[config.mk]
export PLATFORM = sky130hd
export DESIGN_NAME = mts_ram
export DESIGN_NICKNAME = d
export VERILOG_FILES = /design/src/hdl/mts_ram.sv
export SDC_FILE = /design/constraint.sdc
export NUM_CORES = 2
export LEC_CHECK = 0
export BUFFER_PORTS_ARGS = -buffer_cell sky130_fd_sc_hd__buf_2
export CORE_MARGIN = 4
export CORE_UTILIZATION = 45
export CTS_BUF_LIST = sky130_fd_sc_hd__clkbuf_2 sky130_fd_sc_hd__clkbuf_4 sky130_fd_sc_hd__clkbuf_8
export DETAILED_ROUTE_END_ITERATION = 8
export PLACE_DENSITY_LB_ADDON = 0.15
export SYNTH_ARGS = -nofsm -noshare
export SYNTH_HDL_FRONTEND = slang
export SYNTH_SLANG_ARGS = --single-unit
[constraint.sdc]
create_clock -name aclk -period 4.1 [get_ports aclk]
set_input_delay 0 -clock aclk [delete_from_list [all_inputs] [get_ports aclk]]
set_output_delay 0 -clock aclk [all_outputs]
set_load 0.02 [all_outputs]
[src/hdl/mts_ram.sv]
// Simple dual-port RAM with one write port and one registered read port.
module mts_ram #(
    parameter int DATA_W = 32,
    parameter int ADDR_W = 7
) (
    input  logic              aclk,
    input  logic              we,
    input  logic [ADDR_W-1:0] waddr,
    input  logic [DATA_W-1:0] wdata,
    input  logic [ADDR_W-1:0] raddr,
    output logic [DATA_W-1:0] rdata
);

    logic [DATA_W-1:0] mem [2**ADDR_W];

    always_ff @(posedge aclk) begin
        if (we) begin
            mem[waddr] <= wdata;
        end
        rdata <= mem[raddr];
    end

endmodule

==> results.md <==
- CTS Root Cell: sky130_fd_sc_hd__clkbuf_8
- Number of nets at the end of the flow: 6923
- Post-DP HPWL: 253000 µm
- TritonCTS buffer count: 667
- Worst Path Max Fanout: 1
- Top-Level Pins: 80
- Count of filler cells inserted in the layout: 26584
- Share of total power in sequential cells: 0.541
- Mapped Cells: 5990
- Netlist area before placement: 156300 µm²
- Via count normalized by instance count: 6.171
- Proportion of power drawn by the clock network: 0.401
- Remaining number of nets flagged by the antenna check after routing: 0
- Transition time of the tightest slew-check pin: 1222 ps
- Gr usage total: 0.2584
- Number of buffers on the longest clock path: 4
- Number of post-CTS setup repair buffers: 0
- Clock period minus worst slack: 3654 ps
- Final-layout setup total negative slack: 0 ps
- Worst Clk Skew: 76.38 ps
- Std-Cell Core Area: 345900 µm²
- Worst-case headroom to the max-slew limit: 0.1851
- Starting Density: 0.4518
- Yosys reg bits: 4128
- Part of the total power dissipated in combinational logic: 0.058
- Critical setup path kind: flip-flop to flip-flop
- Wire length of the first global-routing pass: 631700 µm
- Routed len/inst: 38.07 µm
- Fin. Hold Viols: 0
- Max Clk Rate: 273.7 MHz
- Initial antenna violation count: 95
- Critical path required time: 5220 ps
- Peak supply drop: 312.7 µV
- Number of port buffers: 79
- Number of design rule violations left after detail routing: 0
- Clk pin slew, worst setup/hold paths: 60 ps
- Status: finished, final reports clean
- Number of optimization iterations in the first detailed-route pass: 6
- Max-slew violation total from the final report: 0
- Share of the synthesized area in the top cell type: 0.7871
- Ratio of cells with drive above 1 in the final layout: 0.4049
- Int Power: 66.74 mW
- Worst hold path type: input pin to flip-flop
- Post-synthesis sequential area ratio: 0.7912
- Top cell type by total area after synthesis: sky130_fd_sc_hd__edfxtp_1
- Drt total wl: 459200 µm
- Number of H-tree levels: 6
- Final RePlAce weighted congestion: 0.8297
- Net Sw Frac: 0.2298
- Starting DRT DRC Count: 10585
- Sink count of the clock tree: 4128
- Num rows: 216
- Total of max-cap violations: 0
- RSZ-0062 raised after global routing: false
- Endpoint class of the critical path: flip-flop
- Later-pin clock latency in the skew report: 1250 ps
- Cell variety after synth: 17
- Power density relative to cell area: 481.0 nW/µm²
- Detailed-route via count: 74424
- DIE WIDTH: 597.3 µm
- Yosys Warn Count: 0
- Die Height: 597.3 µm
- Placement-stage worst setup slack: 712.8 ps
- Leakage power total: 55.76 nW
- Vias in the first global route: 75306
- CP startpoint kind: flip-flop
- Synth-to-Final Area Change: 15.29%
- CP Data Arrival Time: 4770 ps
- Total grt overflow: 0
- Final period util: 0.8912
- CTS tree: done
- Setup slack after layout: 446.2 ps
- Cell types with the largest area share after synthesis: sky130_fd_sc_hd__edfxtp_1 79%, sky130_fd_sc_hd__mux4_2 19%, sky130_fd_sc_hd__clkbuf_1 0.44%
- Area of the die: 356800 µm²
- Synth Area per Inst: 26.09 µm²
- Pin count of the biggest net entering global routing: 88
- Power spent charging and discharging nets: 19.91 mW
- Number of setup violations in the final report: 0
- Post-synth net total: 6038
power by group through the flow:
stage / clock, mW / combinational, mW / sequential [mW]
6_report: 34.8 / 5.02 / 46.9
5_1_grt: 37.5 / 5.21 / 46.8
4_1_cts: 35.4 / 5.06 / 46.9
3_5_place_dp: 0 / 4.87 / 47.8
3_3_place_gp: 0 / 4.81 / 47.8
2_1_floorplan: 0 / 2.25 / 47.6
cells in the mapped netlist (all sizes together):
master / n
edfxtp: 4096
mux4: 1344
clkbuf: 182
buf: 134
nor2: 122
dfxtp: 32
mux2: 32
nand2: 14
nand3: 12
nor3: 9
nor2b: 7
nand4: 3
nand2b: 2
or3: 1
metal layers:
layer	vias to the layer above	share of wire	global-route usage
met5	-	0.00032	0
met4	22	0.028	0.07478
met3	639	0.094	0.05246
met2	4038	0.48	0.4014
met1	41296	0.40	0.3756
li1	28429	-	-
placed cells by master, fill, tap and decap left out:
cell type	Yosys	final
sky130_fd_sc_hd__edfxtp_1	4096	4096
sky130_fd_sc_hd__mux4_2	1344	1344
sky130_fd_sc_hd__clkbuf_8	0	680
sky130_fd_sc_hd__buf_4	3	312
sky130_fd_sc_hd__clkbuf_4	0	245
sky130_fd_sc_hd__clkinv_1	0	156
sky130_fd_sc_hd__nor2_4	0	119
sky130_fd_sc_hd__diode_2	0	91
sky130_fd_sc_hd__buf_12	0	85
sky130_fd_sc_hd__dlygate4sd3_1	0	80
sky130_fd_sc_hd__clkinv_2	0	40
sky130_fd_sc_hd__buf_2	79	40
sky130_fd_sc_hd__mux2_2	32	32
sky130_fd_sc_hd__dfxtp_1	32	32
sky130_fd_sc_hd__inv_6	0	15
sky130_fd_sc_hd__inv_8	0	13
sky130_fd_sc_hd__inv_12	0	12
sky130_fd_sc_hd__nand2_1	14	11
sky130_fd_sc_hd__buf_16	0	11
sky130_fd_sc_hd__nor3_2	0	9
sky130_fd_sc_hd__clkinvlp_4	0	9
sky130_fd_sc_hd__clkinv_8	0	9
sky130_fd_sc_hd__nand3_1	12	8
sky130_fd_sc_hd__nor2b_1	7	7
sky130_fd_sc_hd__bufinv_16	0	7
sky130_fd_sc_hd__nand3_2	0	4
sky130_fd_sc_hd__nor2_1	122	3
sky130_fd_sc_hd__nand4_1	3	3
sky130_fd_sc_hd__nand2_2	0	3
sky130_fd_sc_hd__buf_8	0	3
sky130_fd_sc_hd__nand2b_1	2	2
sky130_fd_sc_hd__or3_1	1	1
sky130_fd_sc_hd__buf_6	2	1
cell type report:
class / count / area, µm² / share of cell area
sequential: 4128 / 123600 / 0.6862
multi-input combinational: 1546 / 32290 / 0.1792
clock buffer: 925 / 11200 / 0.06215
antenna: 91 / 227.7 / 0.001264
timing repair buffer: 532 / 5404 / 0.02999
tap: 4578 / 5728 / 0.03179
clock inverter: 261 / 1683 / 0.009340
per-stage QoR:
stage / std cells / power [mW] / hold WS [ps] / area [µm²] / utilization
after detailed placement: 10684 / 52.63 / 403.1 / 165800 / 0.4792
after global placement: 10684 / 52.57 / 385.5 / 165800 / 0.4792
after floorplan: 5990 / 49.87 / 98.87 / 156300 / -
final: 12061 / 86.66 / 42.45 / 180200 / 0.5208
after CTS: 11970 / 87.34 / 0.1550 / 179900 / 0.5202
after global routing: 12036 / 89.57 / 66.64 / 180100 / 0.5206
state kept, by name, indices dropped and copies added (netlist names):
signal  cells
rdata      32
mem      4096
path summary, 6_finish.rpt:
check / startpoint / cells after the start / endpoint / slack (ps)
worst min-delay path: wdata[15] / 2 / mem[104][15] / 40
worst max-delay path: mem[63][15] / 6 / rdata[15] / 450
worst min register to register: mem[98][25] / 4 / rdata[25] / 1120
worst max register to register: mem[63][15] / 6 / rdata[15] / 450
worst max-delay path: stages (launching register included):
cell and delay (ps):
sky130_fd_sc_hd__edfxtp_1 370, sky130_fd_sc_hd__mux4_2 480, sky130_fd_sc_hd__mux4_2 610, sky130_fd_sc_hd__mux4_2 560, sky130_fd_sc_hd__dlygate4sd3_1 680, sky130_fd_sc_hd__mux2_2 300, sky130_fd_sc_hd__dlygate4sd3_1 550
cell families (layout without fill, tap and decap cells):
logic type / Yosys count / count (layout) / synth area share
simple gates: 170 / 170 / 0.004460
flops: 4128 / 4128 / 0.7912
mux: 1376 / 1376 / 0.1960
buf+inv: 316 / 1718 / 0.008391
other cells: 0 / 91 / 0
what timing repair did:
item                                   in CTS  in global routing
endpoints found under the hold margin    6251                  0
gates resized for setup                     0                  0
hold buffers                              100                  0
Power figures use the tool's default switching activity.
